`src/hw/rtl/jel_pkg.sv`:
```
// ----------------------------------------------------------------------------
// jel_pkg: shared types and constants for the JSON element locator
// Character codes, scan phases, result codes and the item and result records
// passed between the locator stages.
// ----------------------------------------------------------------------------
package jel_pkg;

  localparam int MAX_REGION = 65536;
  localparam int DEPTH_BITS = 8;
  localparam int POS_W      = 17;
  localparam int OFF_W      = 17;
  localparam int CNT_W      = 17;
  localparam int TGT_W      = 24;
  localparam int SKIP_W     = 3;

  localparam logic [7:0] CH_NUL    = 8'h00;
  localparam logic [7:0] CH_SPACE  = 8'h20;
  localparam logic [7:0] CH_QUOTE  = 8'h22;
  localparam logic [7:0] CH_COMMA  = 8'h2C;
  localparam logic [7:0] CH_SLASH  = 8'h2F;
  localparam logic [7:0] CH_LBRACK = 8'h5B;
  localparam logic [7:0] CH_BSLASH = 8'h5C;
  localparam logic [7:0] CH_RBRACK = 8'h5D;
  localparam logic [7:0] CH_LOW_B  = 8'h62;
  localparam logic [7:0] CH_LOW_F  = 8'h66;
  localparam logic [7:0] CH_LOW_N  = 8'h6E;
  localparam logic [7:0] CH_LOW_R  = 8'h72;
  localparam logic [7:0] CH_LOW_T  = 8'h74;
  localparam logic [7:0] CH_LOW_U  = 8'h75;
  localparam logic [7:0] CH_LBRACE = 8'h7B;
  localparam logic [7:0] CH_RBRACE = 8'h7D;

  localparam logic [SKIP_W-1:0] SKIP_ONE     = SKIP_W'(1);
  localparam logic [SKIP_W-1:0] SKIP_UNICODE = SKIP_W'(4);

  localparam logic signed [OFF_W-1:0] OFF_NONE = '1;
  localparam logic [CNT_W-1:0]        CNT_MAX  = '1;
  localparam logic [DEPTH_BITS-1:0]   DEPTH_MAX = '1;

  typedef enum logic [1:0] {
    PH_SEEK,
    PH_BETWEEN,
    PH_ITEM
  } phase_t;

  typedef enum logic [2:0] {
    ST_FOUND_COMMA   = 3'd0,
    ST_FOUND_CLOSER  = 3'd1,
    ST_CLOSED_BEFORE = 3'd2,
    ST_WRONG_CLOSER  = 3'd3,
    ST_EMPTY_CLOSER  = 3'd4,
    ST_INPUT_ENDED   = 3'd5
  } status_t;

  typedef struct packed {
    logic [7:0] char_byte;
    logic       region_end;
  } item_t;

  typedef struct packed {
    status_t                  status;
    logic [CNT_W-1:0]         element_count;
    logic signed [OFF_W-1:0]  start_offset;
    logic signed [OFF_W-1:0]  stop_offset;
    logic signed [OFF_W-1:0]  comma_offset;
    logic signed [OFF_W-1:0]  close_offset;
    logic signed [OFF_W-1:0]  open_offset;
    logic signed [OFF_W-1:0]  prior_comma_offset;
  } result_t;

endpackage

```
`src/hw/rtl/jel_in_stage.sv`:
```
// ----------------------------------------------------------------------------
// jel_in_stage: input register
// Captures one byte transfer and holds it until the scan core consumes it.
// ----------------------------------------------------------------------------
module jel_in_stage
  import jel_pkg::*;
(
  input  logic  clk,
  input  logic  rst,
  input  logic  in_valid,
  output logic  in_ready,
  input  item_t in_item,
  input  logic  consume,
  output logic  held_valid,
  output item_t held_item
);

  logic  full;
  item_t item;

  assign in_ready   = !full || consume;
  assign held_valid = full;
  assign held_item  = item;

  always_ff @(posedge clk) begin
    if (rst) begin
      full <= 1'b0;
    end else if (in_ready) begin
      full <= in_valid;
    end
  end

  always_ff @(posedge clk) begin
    if (in_valid && in_ready) begin
      item <= in_item;
    end
  end

endmodule

```
`src/hw/rtl/jel_scan_core.sv`:
```
// ----------------------------------------------------------------------------
// jel_scan_core: byte scanner state and update logic
// Holds the scan state and the target index, and computes in one step the
// state update and the optional result for the byte in the input register.
// ----------------------------------------------------------------------------
module jel_scan_core
  import jel_pkg::*;
(
  input  logic             clk,
  input  logic             rst,
  input  logic             cfg_we,
  input  logic [TGT_W-1:0] cfg_wdata,
  input  item_t            item,
  input  logic             step,
  output logic             produce,
  output result_t          result
);

  logic [TGT_W-1:0] target_index;

  phase_t                  scan_phase,        scan_phase_next;
  logic                    closer_is_bracket, closer_is_bracket_next;
  logic [DEPTH_BITS-1:0]   brace_depth,       brace_depth_next;
  logic [DEPTH_BITS-1:0]   bracket_depth,     bracket_depth_next;
  logic                    inside_string,     inside_string_next;
  logic                    escape_pending,    escape_pending_next;
  logic [SKIP_W-1:0]       skip_count,        skip_count_next;
  logic [POS_W-1:0]        position,          position_next;
  logic [CNT_W-1:0]        count_reg,         count_reg_next;
  logic                    draining,          draining_next;
  logic signed [OFF_W-1:0] start_off,  start_off_next;
  logic signed [OFF_W-1:0] stop_off,   stop_off_next;
  logic signed [OFF_W-1:0] comma_off,  comma_off_next;
  logic signed [OFF_W-1:0] close_off,  close_off_next;
  logic signed [OFF_W-1:0] open_off,   open_off_next;
  logic signed [OFF_W-1:0] prior_off,  prior_off_next;
  logic signed [OFF_W-1:0] last_comma, last_comma_next;

  logic [7:0]              b;
  logic                    last;
  logic [7:0]              closer;
  logic signed [OFF_W-1:0] pos;
  logic                    done;
  status_t                 status;
  logic [TGT_W-1:0]        item_index;

  function automatic logic [DEPTH_BITS-1:0] sat_inc(input logic [DEPTH_BITS-1:0] d);
    return (d == DEPTH_MAX) ? d : d + DEPTH_BITS'(1);
  endfunction

  assign b          = item.char_byte;
  assign last       = item.region_end;
  assign closer     = closer_is_bracket ? CH_RBRACK : CH_RBRACE;
  assign pos        = OFF_W'(position);
  // Index of the current element; the count is at least one inside an element.
  assign item_index = TGT_W'(count_reg - CNT_W'(1));

  always_comb begin
    scan_phase_next        = scan_phase;
    closer_is_bracket_next = closer_is_bracket;
    brace_depth_next       = brace_depth;
    bracket_depth_next     = bracket_depth;
    inside_string_next     = inside_string;
    escape_pending_next    = escape_pending;
    skip_count_next        = skip_count;
    position_next          = position;
    count_reg_next         = count_reg;
    draining_next          = draining;
    start_off_next         = start_off;
    stop_off_next          = stop_off;
    comma_off_next         = comma_off;
    close_off_next         = close_off;
    open_off_next          = open_off;
    prior_off_next         = prior_off;
    last_comma_next        = last_comma;
    done                   = 1'b0;
    status                 = ST_INPUT_ENDED;

    if (!draining) begin
      if (b == CH_NUL || position >= POS_W'(MAX_REGION)) begin
        done = 1'b1;
      end else begin
        position_next = position + POS_W'(1);
        case (scan_phase)
          PH_SEEK: begin
            if (b == CH_LBRACK || b == CH_LBRACE) begin
              closer_is_bracket_next = (b == CH_LBRACK);
              open_off_next          = pos;
              scan_phase_next        = PH_BETWEEN;
            end
          end
          PH_BETWEEN: begin
            if (b > CH_SPACE) begin
              start_off_next = OFF_NONE;
              stop_off_next  = OFF_NONE;
              comma_off_next = OFF_NONE;
              close_off_next = OFF_NONE;
              if (b == closer) begin
                status = ST_EMPTY_CLOSER;
                done   = 1'b1;
              end else begin
                brace_depth_next   = (b == CH_LBRACE) ? DEPTH_BITS'(1) : '0;
                bracket_depth_next = (b == CH_LBRACK) ? DEPTH_BITS'(1) : '0;
                if (b == CH_QUOTE) begin
                  inside_string_next = 1'b1;
                end
                prior_off_next  = last_comma;
                start_off_next  = pos;
                scan_phase_next = PH_ITEM;
                if (count_reg != CNT_MAX) begin
                  count_reg_next = count_reg + CNT_W'(1);
                end
              end
            end
          end
          PH_ITEM: begin
            if (!inside_string) begin
              if (b == CH_LBRACE) begin
                brace_depth_next = sat_inc(brace_depth);
              end
              if (b == CH_LBRACK) begin
                bracket_depth_next = sat_inc(bracket_depth);
              end
              if (b == CH_QUOTE) begin
                inside_string_next = 1'b1;
              end
            end else if (!escape_pending) begin
              if (b == CH_QUOTE) begin
                inside_string_next = 1'b0;
                skip_count_next    = SKIP_ONE;
              end else if (b == CH_BSLASH) begin
                escape_pending_next = 1'b1;
                skip_count_next     = SKIP_ONE;
              end
            end else begin
              if (b == CH_SLASH || b == CH_LOW_B || b == CH_LOW_F || b == CH_LOW_N ||
                  b == CH_LOW_R || b == CH_LOW_T || b == CH_BSLASH || b == CH_QUOTE) begin
                skip_count_next = SKIP_ONE;
              end else if (b == CH_LOW_U) begin
                skip_count_next = SKIP_UNICODE;
              end
              escape_pending_next = 1'b0;
            end

            // A pending skip swallows this byte; closers and commas count only
            // outside strings.
            if (skip_count_next != '0) begin
              skip_count_next = skip_count_next - SKIP_W'(1);
            end else if (!inside_string_next) begin
              if (b == CH_RBRACE && brace_depth_next != '0) begin
                brace_depth_next = brace_depth_next - DEPTH_BITS'(1);
              end else if (b == CH_RBRACK && bracket_depth_next != '0) begin
                bracket_depth_next = bracket_depth_next - DEPTH_BITS'(1);
              end else if (b == CH_RBRACE || b == CH_RBRACK) begin
                done = 1'b1;
                if (b == closer) begin
                  if (stop_off == OFF_NONE) begin
                    stop_off_next = pos - OFF_W'(1);
                  end
                  close_off_next = pos;
                  status = (item_index == target_index) ? ST_FOUND_CLOSER
                                                        : ST_CLOSED_BEFORE;
                end else begin
                  status = ST_WRONG_CLOSER;
                end
              end else if (b == CH_COMMA) begin
                if (brace_depth_next == '0 && bracket_depth_next == '0) begin
                  stop_off_next   = pos - OFF_W'(1);
                  comma_off_next  = pos;
                  last_comma_next = pos;
                  if (item_index >= target_index) begin
                    status = ST_FOUND_COMMA;
                    done   = 1'b1;
                  end else begin
                    start_off_next  = OFF_NONE;
                    stop_off_next   = OFF_NONE;
                    comma_off_next  = OFF_NONE;
                    close_off_next  = OFF_NONE;
                    scan_phase_next = PH_BETWEEN;
                  end
                end
              end else if (b > CH_SPACE && start_off == OFF_NONE) begin
                start_off_next = pos;
              end
            end
          end
          default: begin
            scan_phase_next = PH_SEEK;
          end
        endcase
      end
      if (!done && last) begin
        status = ST_INPUT_ENDED;
        done   = 1'b1;
      end
    end

    // The result shows the offsets as updated by this byte.
    result.status             = status;
    result.element_count      = count_reg_next;
    result.start_offset       = start_off_next;
    result.stop_offset        = stop_off_next;
    result.comma_offset       = comma_off_next;
    result.close_offset       = close_off_next;
    result.open_offset        = open_off_next;
    result.prior_comma_offset = prior_off_next;
    produce                   = done && !draining;

    if (done && !last) begin
      draining_next = 1'b1;
    end
    if ((done || draining) && last) begin
      scan_phase_next        = PH_SEEK;
      closer_is_bracket_next = 1'b0;
      brace_depth_next       = '0;
      bracket_depth_next     = '0;
      inside_string_next     = 1'b0;
      escape_pending_next    = 1'b0;
      skip_count_next        = '0;
      position_next          = '0;
      count_reg_next         = '0;
      draining_next          = 1'b0;
      start_off_next         = OFF_NONE;
      stop_off_next          = OFF_NONE;
      comma_off_next         = OFF_NONE;
      close_off_next         = OFF_NONE;
      open_off_next          = OFF_NONE;
      prior_off_next         = OFF_NONE;
      last_comma_next        = OFF_NONE;
    end
  end

  always_ff @(posedge clk) begin
    if (rst) begin
      target_index <= '0;
    end else if (cfg_we) begin
      target_index <= cfg_wdata;
    end
  end

  always_ff @(posedge clk) begin
    if (rst) begin
      scan_phase        <= PH_SEEK;
      closer_is_bracket <= 1'b0;
      brace_depth       <= '0;
      bracket_depth     <= '0;
      inside_string     <= 1'b0;
      escape_pending    <= 1'b0;
      skip_count        <= '0;
      position          <= '0;
      count_reg         <= '0;
      draining          <= 1'b0;
      start_off         <= OFF_NONE;
      stop_off          <= OFF_NONE;
      comma_off         <= OFF_NONE;
      close_off         <= OFF_NONE;
      open_off          <= OFF_NONE;
      prior_off         <= OFF_NONE;
      last_comma        <= OFF_NONE;
    end else if (step) begin
      scan_phase        <= scan_phase_next;
      closer_is_bracket <= closer_is_bracket_next;
      brace_depth       <= brace_depth_next;
      bracket_depth     <= bracket_depth_next;
      inside_string     <= inside_string_next;
      escape_pending    <= escape_pending_next;
      skip_count        <= skip_count_next;
      position          <= position_next;
      count_reg         <= count_reg_next;
      draining          <= draining_next;
      start_off         <= start_off_next;
      stop_off          <= stop_off_next;
      comma_off         <= comma_off_next;
      close_off         <= close_off_next;
      open_off          <= open_off_next;
      prior_off         <= prior_off_next;
      last_comma        <= last_comma_next;
    end
  end

endmodule

```
`src/hw/rtl/jel_out_stage.sv`:
```
// ----------------------------------------------------------------------------
// jel_out_stage: result register
// Holds one result until the downstream side takes the transfer.
// ----------------------------------------------------------------------------
module jel_out_stage
  import jel_pkg::*;
(
  input  logic    clk,
  input  logic    rst,
  input  logic    load,
  input  result_t load_result,
  output logic    can_load,
  output logic    out_valid,
  input  logic    out_ready,
  output result_t out_result
);

  logic    full;
  result_t held;

  assign can_load   = !full || out_ready;
  assign out_valid  = full;
  assign out_result = held;

  always_ff @(posedge clk) begin
    if (rst) begin
      full <= 1'b0;
    end else if (load) begin
      full <= 1'b1;
    end else if (out_ready) begin
      full <= 1'b0;
    end
  end

  always_ff @(posedge clk) begin
    if (load) begin
      held <= load_result;
    end
  end

endmodule

```
`src/hw/rtl/json_element_locator_unit.sv`:
```
// ----------------------------------------------------------------------------
// json_element_locator_unit: locates one top-level element of a JSON region
// Scans the bytes of a region and reports where the element at the target
// index starts and stops, with the surrounding comma and bracket offsets.
//
//   Channel  Direction  Width  Contents
//   s_*      in         8+1    tdata: char_byte; tlast: region_end
//   m_*      out        120+3  tdata: count and six offsets; tuser: status
//   cfg_*    in         24     target_index write
//
// A byte is held in the input register while the scan core works on it;
// a new byte can be accepted every cycle, so the sustained rate is one
// byte per cycle unless a result is held back. A byte goes through the input
// register, and its result through the result register, to the m_* channel.
// A byte that ends the scan waits in the input register while a previous
// result has not been taken; bytes that give no result keep flowing.
// Reset is synchronous and leaves the block ready for a new region with a
// target index of zero.
// ----------------------------------------------------------------------------
module json_element_locator_unit
  import jel_pkg::*;
(
  input  logic             clk,
  input  logic             rst,
  input  logic             cfg_we,
  input  logic [TGT_W-1:0] cfg_wdata,
  input  logic             s_tvalid,
  output logic             s_tready,
  input  logic [7:0]       s_tdata,   // char_byte
  input  logic             s_tlast,   // region_end
  output logic             m_tvalid,
  input  logic             m_tready,
  output logic [119:0]     m_tdata,   // element_count, start_offset, stop_offset,
                                      // comma_offset, close_offset, open_offset,
                                      // prior_comma_offset, one zero pad bit
  output logic [2:0]       m_tuser    // status
);

  item_t   in_item;
  item_t   held_item;
  logic    held_valid;
  logic    step;
  logic    produce;
  logic    can_load;
  result_t core_result;
  result_t out_result;

  assign in_item.char_byte  = s_tdata;
  assign in_item.region_end = s_tlast;

  // The held byte advances unless it would end the scan while the result
  // register is still occupied.
  assign step = held_valid && (!produce || can_load);

  jel_in_stage u_in (
    .clk        (clk),
    .rst        (rst),
    .in_valid   (s_tvalid),
    .in_ready   (s_tready),
    .in_item    (in_item),
    .consume    (step),
    .held_valid (held_valid),
    .held_item  (held_item)
  );

  jel_scan_core u_core (
    .clk       (clk),
    .rst       (rst),
    .cfg_we    (cfg_we),
    .cfg_wdata (cfg_wdata),
    .item      (held_item),
    .step      (step),
    .produce   (produce),
    .result    (core_result)
  );

  jel_out_stage u_out (
    .clk         (clk),
    .rst         (rst),
    .load        (step && produce),
    .load_result (core_result),
    .can_load    (can_load),
    .out_valid   (m_tvalid),
    .out_ready   (m_tready),
    .out_result  (out_result)
  );

  assign m_tuser = out_result.status;
  assign m_tdata = {1'b0,
                    out_result.prior_comma_offset,
                    out_result.open_offset,
                    out_result.close_offset,
                    out_result.comma_offset,
                    out_result.stop_offset,
                    out_result.start_offset,
                    out_result.element_count};

endmodule
```
`config.mk`:
```
export PLATFORM = sky130hd
export DESIGN_NAME = json_element_locator_unit
export DESIGN_NICKNAME = d
export VERILOG_FILES = /design/src/hw/rtl/jel_pkg.sv /design/src/hw/rtl/jel_in_stage.sv /design/src/hw/rtl/jel_scan_core.sv /design/src/hw/rtl/jel_out_stage.sv /design/src/hw/rtl/json_element_locator_unit.sv
export SDC_FILE = /design/constraint.sdc
export NUM_CORES = 1
export LEC_CHECK = 0
export BUFFER_PORTS_ARGS = -buffer_cell sky130_fd_sc_hd__buf_2
export CAP_MARGIN = 20
export CORE_ASPECT_RATIO = 1.2
export CORE_MARGIN = 2
export CORE_UTILIZATION = 40
export CTS_CLUSTER_SIZE = 28
export DETAILED_ROUTE_END_ITERATION = 10
export HOLD_SLACK_MARGIN = 0.1
export PLACE_DENSITY = 0.59
export SETUP_SLACK_MARGIN = 0.3
export SLEW_MARGIN = 25
export SYNTH_ARGS = -nofsm -noshare
export SYNTH_HDL_FRONTEND = slang
export SYNTH_HIERARCHICAL = 1
export SYNTH_SLANG_ARGS = --single-unit
```
`constraint.sdc`:
```
create_clock -name clk -period 11.2 [get_ports clk]
set_input_delay 1.68 -clock clk [delete_from_list [all_inputs] [get_ports clk]]
set_output_delay 1.68 -clock clk [all_outputs]
set_load 0.005 [all_outputs]
```
* Word level (Yosys, flattened, before mapping) *
Index checks and enable logic that the tools add are counted.

operators by class
  add/sub/neg operators = 9
  $lt $le $gt $ge = 3
  equal/unequal tests = 42
  multiplexer cells = 211
  reductions and logical operators = 57

operator list
  operator                                                    number
  2-to-1 mux 17 bit                                           85
  2-to-1 mux 8 bit                                            29
  case mux 17 bit (2 select lines)                            4
  == test 8 x 7 -> 1 bit (second input constant)              11
  2-to-1 mux 3 bit                                            24
  2-to-1 mux 1 bit                                            47
  adder 17 x 1 -> 17 bit (second input constant)              2
  == test 17 x 1 -> 1 bit (second input constant)             2
  case mux 8 bit (2 select lines)                             2
  2-to-1 mux 2 bit                                            15
  == test 24 bit                                              1
  == test 8 x 6 -> 1 bit (second input constant)              3
  greater-or-equal comparator 24 bit                          1
  zero test 8 bit                                             3
  != test 3 bit (second input constant)                       7
  subtractor 17 x 1 -> 18 bit (second input constant)         1
  greater-or-equal comparator 17 bit (second input constant)  1
  != test 17 bit (second input constant)                      1
  subtractor 17 x 2 -> 17 bit (second input constant)         1
  adder 8 x 1 -> 8 bit (second input constant)                2
  == test 8 bit (second input constant)                       2
  nonzero test 2 bit                                          8
  nonzero test 8 bit                                          2
  subtractor 8 x 1 -> 8 bit (second input constant)           2
  25 further kinds                                            66

storage, ports and cells
  flip-flop bits (word level) = 335
  output and inout port bits = 125
  logic and storage cells = 352

* Depth between registers and ports, before layout *
Gate-level depths: netlist (run 1).

  depth after elaboration = 29
  mapped depth = 27
  mapped depth without buffers = 23

* By module *
The synthesis (run 1) kept the hierarchy.

by module, submodules not included
  module                     instances  cells an instance  area each (µm²)  seq. area each (µm²)
  jel_scan_core              1          1750               13501.7          4043.9
  jel_out_stage              1          126                3709.8           3683.5
  jel_in_stage               1          14                 325.3            290.3
  json_element_locator_unit  1          5                  30.0             0.0

* Worst setup path after synthesis (run 1) *
No wires, ideal clock.

  kind = reg2out
  from = register u_core.count_reg[2]
  to = output s_tready
  arrival time = 4373 ps
  data required time = 9520 ps
  setup slack = 5147 ps
  cell stages (with the launch flop) = 19
  buffers on the path = 1
  path through = dfxtp_1 -> clkbuf_1 -> nor2_1 -> nand3_1 -> nor4_1 -> nand2_1 -> or2_2 -> nor3_1 -> ha_1 -> a21o_1 -> a21o_1 -> a21oi_1 -> nor2_1 -> nor3_1 -> o31ai_1 -> a31oi_1 -> a21oi_1 -> a21boi_1 -> nand2b_4

on the way
  longest elaborated chain between the ends = 22

RTL lines
  item                                  RTL line                         text
  start: declaration                    jel_scan_core.sv:29              logic [CNT_W-1:0] count_reg, count_reg_next;
  start signal: assignment              jel_scan_core.sv:269             count_reg <= count_reg_next;
  subtractor 17 x 1 -> 18 bit *         jel_scan_core.sv:56              assign item_index = TGT_W'(count_reg - CNT_W'(1));
  greater-or-equal comparator 24 bit *  jel_scan_core.sv:171             if (item_index >= target_index) begin
  2-to-1 mux 1 bit *                    jel_scan_core.sv:171
  2-to-1 mux 1 bit *                    jel_scan_core.sv:167             if (brace_depth_next == '0 && bracket_depth_next == '0) begin
  2-to-1 mux 1 bit *                    jel_scan_core.sv:166             end else if (b == CH_COMMA) begin
  2-to-1 mux 1 bit *                    jel_scan_core.sv:154             end else if (b == CH_RBRACE || b == CH_RBRACK) begin
  2-to-1 mux 1 bit *                    jel_scan_core.sv:152             end else if (b == CH_RBRACK && bracket_depth_next != '0) begin
  2-to-1 mux 1 bit *                    jel_scan_core.sv:150             if (b == CH_RBRACE && brace_depth_next != '0) begin
  (+8 left out)                         n/a
  2-to-1 mux 1 bit *                    jel_scan_core.sv:79              if (!draining) begin
  logical AND 1 bit *                   jel_scan_core.sv:207             produce = done && !draining;
  net produce                           json_element_locator_unit.sv:43  logic produce;
  zero test 1 bit *                     json_element_locator_unit.sv:53  assign step = held_valid && (!produce || can_load);
  logical OR 1 bit *                    json_element_locator_unit.sv:53
  logical AND 1 bit *                   json_element_locator_unit.sv:53
  net step                              json_element_locator_unit.sv:42  logic step;
  logical OR 1 bit *                    jel_in_stage.sv:21               assign in_ready = !full || consume;
  end: declaration                      json_element_locator_unit.sv:28  output logic s_tready,

Mark *: on every way through the listed nets, which the timed path passes. The rest lies on a longest branch. The select of a mux whose other input is x is not followed.

* Worst setup path after layout (run 1) *
Same ends and word-level chain as after synthesis.

==> impl_metrics.env, run 1 <==
export IMPL_postCtsSetupBuffers=0
export IMPL_synth_area_leaders="dfxtp_1, edfxtp_1, mux2i_1"
export IMPL_fin_skew_ns=0.0263
export IMPL_rr_startpoint="u_core/count_reg[2]$_SDFFE_PP0P_"
export IMPL_drt_iter0_drc=1270
export IMPL_remaining_drc_errors=0
export IMPL_ys_ff_latch=335
export IMPL_syn_to_final_growth_pct=13.7
export IMPL_crit_path_cell_trace="nor2_1 > nand3_1 > nor4_1 > nand2_1 > or2_2 > nor3_1 > ha_1 > a21o_1 > a21o_1 > a21oi_1 > nor2_1 > nor3_1 > buf_4 > o31ai_1 > a31oi_1 > a21oi_1 > a21boi_4 > buf_4 > buf_4 > nand2b_4 > buf_2"
export IMPL_ctsRootBufferMaster="clkbuf_16"
export IMPL_drtPass1Iterations=5
export IMPL_yosys_warnings=6
export IMPL_wl_per_cell_um=20.6
export IMPL_endpoint_kind="output pin"
export IMPL_place_port_buffers=161
export IMPL_hold_viol=0
export IMPL_cts_sinks=335
export IMPL_slew_headroom_pct=27.7
export IMPL_yosys_area_share_simple_pct=18.4
export IMPL_r2r_end="u_core/pos[9]$_SDFFE_PP0P_"
export IMPL_path_buf_inv=4
export IMPL_yosysUniqueCellTypes=87
export IMPL_die_h_um=234
export IMPL_netlist_area_mm2=0.0176
export IMPL_die_w_um=195
export IMPL_ys_flop_type="dfxtp_1"
export IMPL_setup_viol=0
export IMPL_pin_count=163
export IMPL_antenna_found_initial=1
export IMPL_num_rows=84
export IMPL_clock_path_buffers=3
export IMPL_netlist_instances=1895
export IMPL_synthArstFlopShare_pct=0
export IMPL_peakVddDrop_uv=84.6
export IMPL_synth_top_cell_area_share_pct=23.2
export IMPL_cts_resized=0
export IMPL_maxCapViolations=0
export IMPL_cp_arrival_ns=6.69
export IMPL_synth_compound_area_share_pct=18.9
export IMPL_cellPowerDensity_mw_per_mm2=136
export IMPL_timing_critical_path_mode_cell="buf_4"
export IMPL_ff2ff_path_depth=25
export IMPL_worst_slack_ns=2.83
export IMPL_hp_class="flip-flop to flip-flop"
export IMPL_cts_buffers=37
export IMPL_synth_edf_count=131
export IMPL_clkLatencyLatePin_ns=0.55
export IMPL_period_share_pct=74.7
export IMPL_grt_usage_pct=22.5
export IMPL_crit_fanout=44
export IMPL_grt_max_degree=91
export IMPL_min_from="u_core/last_comma[16]$_SDFFE_PP1P_"
export IMPL_met3_usage_pct=3.87
export IMPL_grt_pass1_wl_um=81400
export IMPL_dp_cells=2487
export IMPL_syn_avg_cell_area_um2=9.27
export IMPL_via_per_inst=5.83
export IMPL_reg2reg_slack_ns=3.87
export IMPL_start_util_pct=40.3
export IMPL_largest_register_ffs=122
export IMPL_ys_seq_area_share_pct=45.6
export IMPL_fin_nets=2046
export IMPL_critical_path_class="flip-flop to output pin"
export IMPL_crit_required_ns=9.52
export IMPL_drive_gt1_share_pct=16.1
export IMPL_grt_pass1_vias=14300
export IMPL_synth_most_common_cell="dfxtp_1"
export IMPL_crit_family="simple AND/OR/NAND/NOR gates"
export IMPL_muxShareOfSynthArea_pct=5.93
export IMPL_met2_usage_pct=37.1
export IMPL_rsz0062_at_grt="false"
export IMPL_yosysTopAreaCell="dfxtp_1"
export IMPL_yosys_top_cells_count="dfxtp_1, nand2_1, nor2_1"
export IMPL_core_area_mm2=0.0436
export IMPL_routed_wl_um=52600
export IMPL_period_minus_slack_ns=8.37
export IMPL_grt_overflow=0
export IMPL_clkTransAtPathRegs_ns=0.06
export IMPL_place_ws_ns=3.49
export IMPL_startpoint_type="flip-flop"
export IMPL_status="completed"
export IMPL_startpoint="u_core/count_reg[2]$_SDFFE_PP0P_"
export IMPL_grt_busiest_layer="met2"
export IMPL_cts_tree="yes"
export IMPL_syn_nets=1974
export IMPL_cellLeakagePower_nw=7.22
export IMPL_dp_hpwl_um=35400
export IMPL_crit_path_top_delay_cell="nor3_1"
export IMPL_num_vias=14900
export IMPL_synth_adder_area_share_pct=2.92
export IMPL_met1_usage_pct=28.7
export IMPL_layout_cells_non_filler=2556
export IMPL_worstMarginPinSlew_ns=1.08
export IMPL_cp_endpoint="s_tready"
export IMPL_drv_slew=0
export IMPL_synth_xor_area_share_pct=3.54
export IMPL_cp_num_cells=21
export IMPL_max_stage_delay_ns=0.65
export IMPL_dieArea_mm2=0.0456
export IMPL_max_freq_mhz=119
export IMPL_synth_top_family_by_area="compound AO/OA/AOI/OAI gates"
export IMPL_hold_buffers=0
export IMPL_totalNegativeSetupSlack_ns=0
export IMPL_htreeDepth=2
export IMPL_gp_congestion=0.909
export IMPL_ant_nets=0
==> kinds of logic (layout without fill, tap and decap cells) <==
| group | count (synthesis) | count (layout) |
|---|---|---|
| AOI/OAI and AO/OA | 505 | 505 |
| xor gates and xnor gates | 71 | 71 |
| adders and majority gates | 41 | 41 |
| buffers and inverters | 204 | 305 |
| DFF | 335 | 335 |
| muxes | 100 | 100 |
| other | 1 | 2 |
| and+or+nand+nor | 638 | 638 |
==> where the power goes <==
part | internal, mW | leakage [nW] | switching (mW) | total, mW
clock network | 0.773 | 0.617 | 0.515 | 1.29
registers | 1.28 | 2.57 | 0.0137 | 1.29
logic | 0.0466 | 4.03 | 0.0973 | 0.144
total | 2.10 | 7.22 | 0.626 | 2.73
==> cell type report <==
cell class | instances | area [um^2]
antenna | 1 | 2.50
clock buffer | 52 | 1090
clock inverter | 16 | 189
fill | 4156 | 23600
inverter | 50 | 188
multi-input combinational | 1356 | 8790
sequential | 335 | 8020
tap | 559 | 699
timing repair buffer | 187 | 1000
==> layer usage <==
| layer | routed length, um | vias up |
|---|---|---|
| met4 | 2340 | 0 |
| met3 | 3140 | 138 |
| met5 | 0 | - |
| met2 | 24800 | 505 |
| met1 | 22400 | 7193 |
| li1 | - | 7061 |
==> worst register-to-register path, cell delays in order (launching register included) <==
cell and delay, ns:
dfxtp_1 0.41, nor2_1 0.26, nand3_1 0.17, nor4_1 0.46
nand2_1 0.21, or2_2 0.34, nor3_1 0.65, ha_1 0.39
a21o_1 0.18, a21o_1 0.17, a21oi_1 0.14, nor2_1 0.06
nor3_1 0.22, buf_4 0.22, o31ai_1 0.12, a31oi_1 0.29
a21oi_1 0.18, a21boi_4 0.15, buf_4 0.49, buf_4 0.63
o21a_1 0.41, nand4_1 0.24, nor2_1 0.41, nand3_1 0.14
xor2_1 0.18, nor2_1 0.06
==> per-stage QoR <==
stage / total power [mW] / utilization [%] / hold WS, ns / instance area, um^2
final: 2.73 / 45.8 / 0.442 / 20000
after global placement: 1.46 / 42.8 / 0.426 / 18700
after CTS: 2.75 / 45.8 / 0.445 / 20000
after floorplan: 1.41 / - / 0.416 / 17600
after global routing: 2.81 / 45.8 / 0.479 / 20000
after detailed placement: 1.46 / 42.9 / 0.436 / 18700
==> layout by cell type, fill, tap and decap left out, types with 9 or more instances in the layout <==
master / netlist / routed
dfxtp_1: 204 / 204
buf_2: 8 / 161
nand2_1: 160 / 160
nor2_1: 153 / 151
edfxtp_1: 131 / 131
o21ai_0: 127 / 127
a21oi_1: 115 / 114
mux2i_1: 67 / 67
inv_1: 50 / 50
nand3_1: 50 / 50
a31oi_1: 47 / 47
nor3_1: 46 / 45
clkbuf_16: 0 / 41
ha_1: 41 / 40
xnor2_1: 37 / 37
xor2_1: 34 / 34
o22a_1: 34 / 34
nand2b_1: 33 / 33
and3_1: 33 / 33
mux2_2: 33 / 33
or3_1: 30 / 30
nor2b_1: 28 / 28
nand4_1: 28 / 28
buf_4: 1 / 25
a22o_1: 25 / 25
o211ai_1: 18 / 18
a221o_1: 18 / 18
o21ai_1: 17 / 17
a21o_1: 15 / 15
and2_1: 15 / 14
nor4_1: 14 / 14
a22oi_1: 13 / 13
clkbuf_1: 130 / 9
==> worst min-delay path by stage <==
stage / to / slack (ns) / cells past startpoint
after floorplan: u_core/open_off[16]$_SDFFE_PP1P_ / 0.42 / 2
after global placement: u_core/open_off[16]$_SDFFE_PP1P_ / 0.43 / 2
after detailed placement: u_core/last_comma[16]$_SDFFE_PP1P_ / 0.44 / 2
after CTS: u_core/last_comma[16]$_SDFFE_PP1P_ / 0.44 / 2
after global routing: u_core/last_comma[16]$_SDFFE_PP1P_ / 0.48 / 2
final: u_core/last_comma[16]$_SDFFE_PP1P_ / 0.44 / 2
Power figures use the tool's default switching activity.
==> inputs of run 2 (changes only) <==
- PLACE_DENSITY: 0.59 -> 0.62
- clock period: 11.2 -> 7.05 ns (I/O delays scaled with it)
==> impl_metrics.env, run 2 (same netlist as run 1, synthesis figures left out) <==
export IMPL_max_freq_mhz=159
export IMPL_core_area_mm2=0.0436
export IMPL_clock_path_buffers=3
export IMPL_hold_depth=2
export IMPL_num_rows=84
export IMPL_grt_pass1_wl_um=80100
export IMPL_remaining_drc_errors=0
export IMPL_wl_per_cell_um=20.2
export IMPL_fin_nets=2051
export IMPL_fin_area_mm2=0.0201
export IMPL_endpoint_kind="output pin"
export IMPL_power_frac_comb_pct=5.3
export IMPL_cellLeakagePower_nw=7.29
export IMPL_reg2reg_slack_ns=0.93
export IMPL_drt_iter0_drc=1235
export IMPL_cts_sinks=335
export IMPL_gp_congestion=0.912
export IMPL_place_port_buffers=161
export IMPL_cts_buffers=37
export IMPL_dp_hpwl_um=35000
export IMPL_peakVddDrop_uv=151
export IMPL_totalNegativeSetupSlack_ns=0
export IMPL_p_total_mw=4.42
export IMPL_drtPass1Iterations=5
export IMPL_cts_tree="yes"
export IMPL_min_from="u_core/open_off[16]$_SDFFE_PP1P_"
export IMPL_slew_headroom_pct=26.6
export IMPL_die_w_um=195
export IMPL_hold_buffers=0
export IMPL_grt_overflow=0
export IMPL_via_per_inst=5.87
export IMPL_num_vias=15000
export IMPL_startpoint_type="flip-flop"
export IMPL_p_int_mw=3.42
export IMPL_hold_path_end="u_core/open_off[16]$_SDFFE_PP1P_"
export IMPL_status="completed"
export IMPL_drive_gt1_share_pct=16.6
export IMPL_crit_required_ns=5.99
export IMPL_grt_usage_pct=22.1
export IMPL_p_sw_share_pct=22.5
export IMPL_crit_fanout=10
export IMPL_ctsRootBufferMaster="clkbuf_16"
export IMPL_worstMarginPinSlew_ns=1.10
export IMPL_ant_nets=0
export IMPL_syn_to_final_growth_pct=14.6
export IMPL_htreeDepth=2
export IMPL_hp_class="flip-flop to flip-flop"
export IMPL_drv_slew=0
export IMPL_mostFrequentLayoutCell="dfxtp_1"
export IMPL_dieArea_mm2=0.0456
export IMPL_hold_viol=0
export IMPL_period_minus_slack_ns=6.28
export IMPL_ff2ff_path_depth=23
export IMPL_power_frac_seq_pct=46.5
export IMPL_antennaDiodeCount=0
export IMPL_grt_pass1_vias=14400
export IMPL_maxCapViolations=0
export IMPL_pin_count=163
export IMPL_power_switching_mw=0.996
export IMPL_place_ws_ns=0.449
export IMPL_critical_path_class="flip-flop to output pin"
export IMPL_post_dp_cell_area_mm2=0.0187
export IMPL_start_util_pct=40.3
export IMPL_rsz0062_at_grt="false"
export IMPL_routed_wl_um=51800
export IMPL_cellPowerDensity_mw_per_mm2=220
export IMPL_die_h_um=234
export IMPL_clkLatencyLatePin_ns=0.54
export IMPL_r2r_end="u_core/stop_off[7]$_SDFFE_PP1P_"
export IMPL_largest_register_ffs=122
export IMPL_antenna_found_initial=0
export IMPL_cp_arrival_ns=5.22
export IMPL_clkTransAtPathRegs_ns=0.06
export IMPL_worst_slack_ns=0.772
export IMPL_mostFrequentLayoutCells="dfxtp_1, buf_2, nand2_1"
export IMPL_grt_max_degree=77
export IMPL_whs_ns=0.442
export IMPL_p_clk_share_pct=48.2
export IMPL_rr_startpoint="u_core/count_reg[2]$_SDFFE_PP0P_"
export IMPL_fin_skew_ns=0.0188
export IMPL_period_share_pct=89.0
export IMPL_setup_viol=0
## run 2: changes by cell type in the layout (fill, tap and decap cells not counted), sizes merged
cell and change:
inv +1, bufinv +2, clkbuf -3, diode -1
buf +5
## run 2: metrics by stage
| step | util, % | std cells |
|---|---|---|
| after global placement | 42.9 | 2491 |
| after floorplan | - | 1895 |
| after global routing | 46.1 | 2560 |
| after detailed placement | 42.9 | 2491 |
| after CTS | 46.0 | 2559 |
| final | 46.1 | 2560 |
## run 2: critical path, cell delays in order (launching register included)
cell	delay, ns
dfxtp_1	0.41
nor2_1	0.27
nand3_1	0.21
nor4_4	0.25
nand2_1	0.16
or2_2	0.35
nor3_4	0.29
ha_1	0.32
a21o_1	0.18
a21o_1	0.16
a21oi_1	0.17
nor2_1	0.07
nor3_1	0.30
buf_4	0.23
o31ai_1	0.11
a31oi_1	0.28
a21oi_1	0.17
a21boi_4	0.22
buf_4	0.24
nand2b_4	0.17
buf_2	0.11
## run 2: what timing repair did
item,4_1_cts,5_1_grt
setup buffers,0,0
endpoints found under the setup margin,1,22
resized for setup,1,4
pin swaps,0,0
## run 2: how the worst max path moves through the flow
stage / start / end / slack (ns) / depth (start not counted)
finish: u_core/count_reg[2]$_SDFFE_PP0P_ / s_tready / 0.77 / 20
global route: u_core/count_reg[2]$_SDFFE_PP0P_ / s_tready / 0.33 / 20
CTS: u_core/count_reg[2]$_SDFFE_PP0P_ / s_tready / 0.47 / 20
detailed placement: u_core/count_reg[2]$_SDFFE_PP0P_ / u_out/out_result[99]$_DFFE_PP_ / 0.45 / 18
global placement: u_core/count_reg[2]$_SDFFE_PP0P_ / u_out/out_result[99]$_DFFE_PP_ / 0.63 / 18
floorplan: u_core/count_reg[2]$_SDFFE_PP0P_ / u_core/brace_depth[4]$_SDFFE_PP0P_ / 1.11 / 26
## run 2: area by class of cell
class,count,area (um^2)
multi-input cells,1356,8810
well taps,559,699
inverters,50,188
clock inverters,19,262
clock buffers,49,1090
fillers,4133,23500
flip-flops and latches,335,8020
repair buffers,192,1060
## run 2: layer usage
layer | share of wire [%] | vias to the layer above | track usage (%)
met5 | 0 | - | 0
met4 | 4.5 | 0 | 10.4
met3 | 6.2 | 158 | 3.21
met2 | 47 | 605 | 37.2
met1 | 42 | 7199 | 27.9
li1 | - | 7064 | -
## run 2: power groups by stage
| stage | combinational, mW | sequential, mW | clock, mW |
|---|---|---|---|
| floorplan | 0.159 | 2.09 | 0 |
| global placement | 0.226 | 2.10 | 0 |
| detailed placement | 0.230 | 2.10 | 0 |
| CTS | 0.230 | 2.06 | 2.18 |
| global route | 0.255 | 2.06 | 2.25 |
| finish | 0.233 | 2.06 | 2.13 |
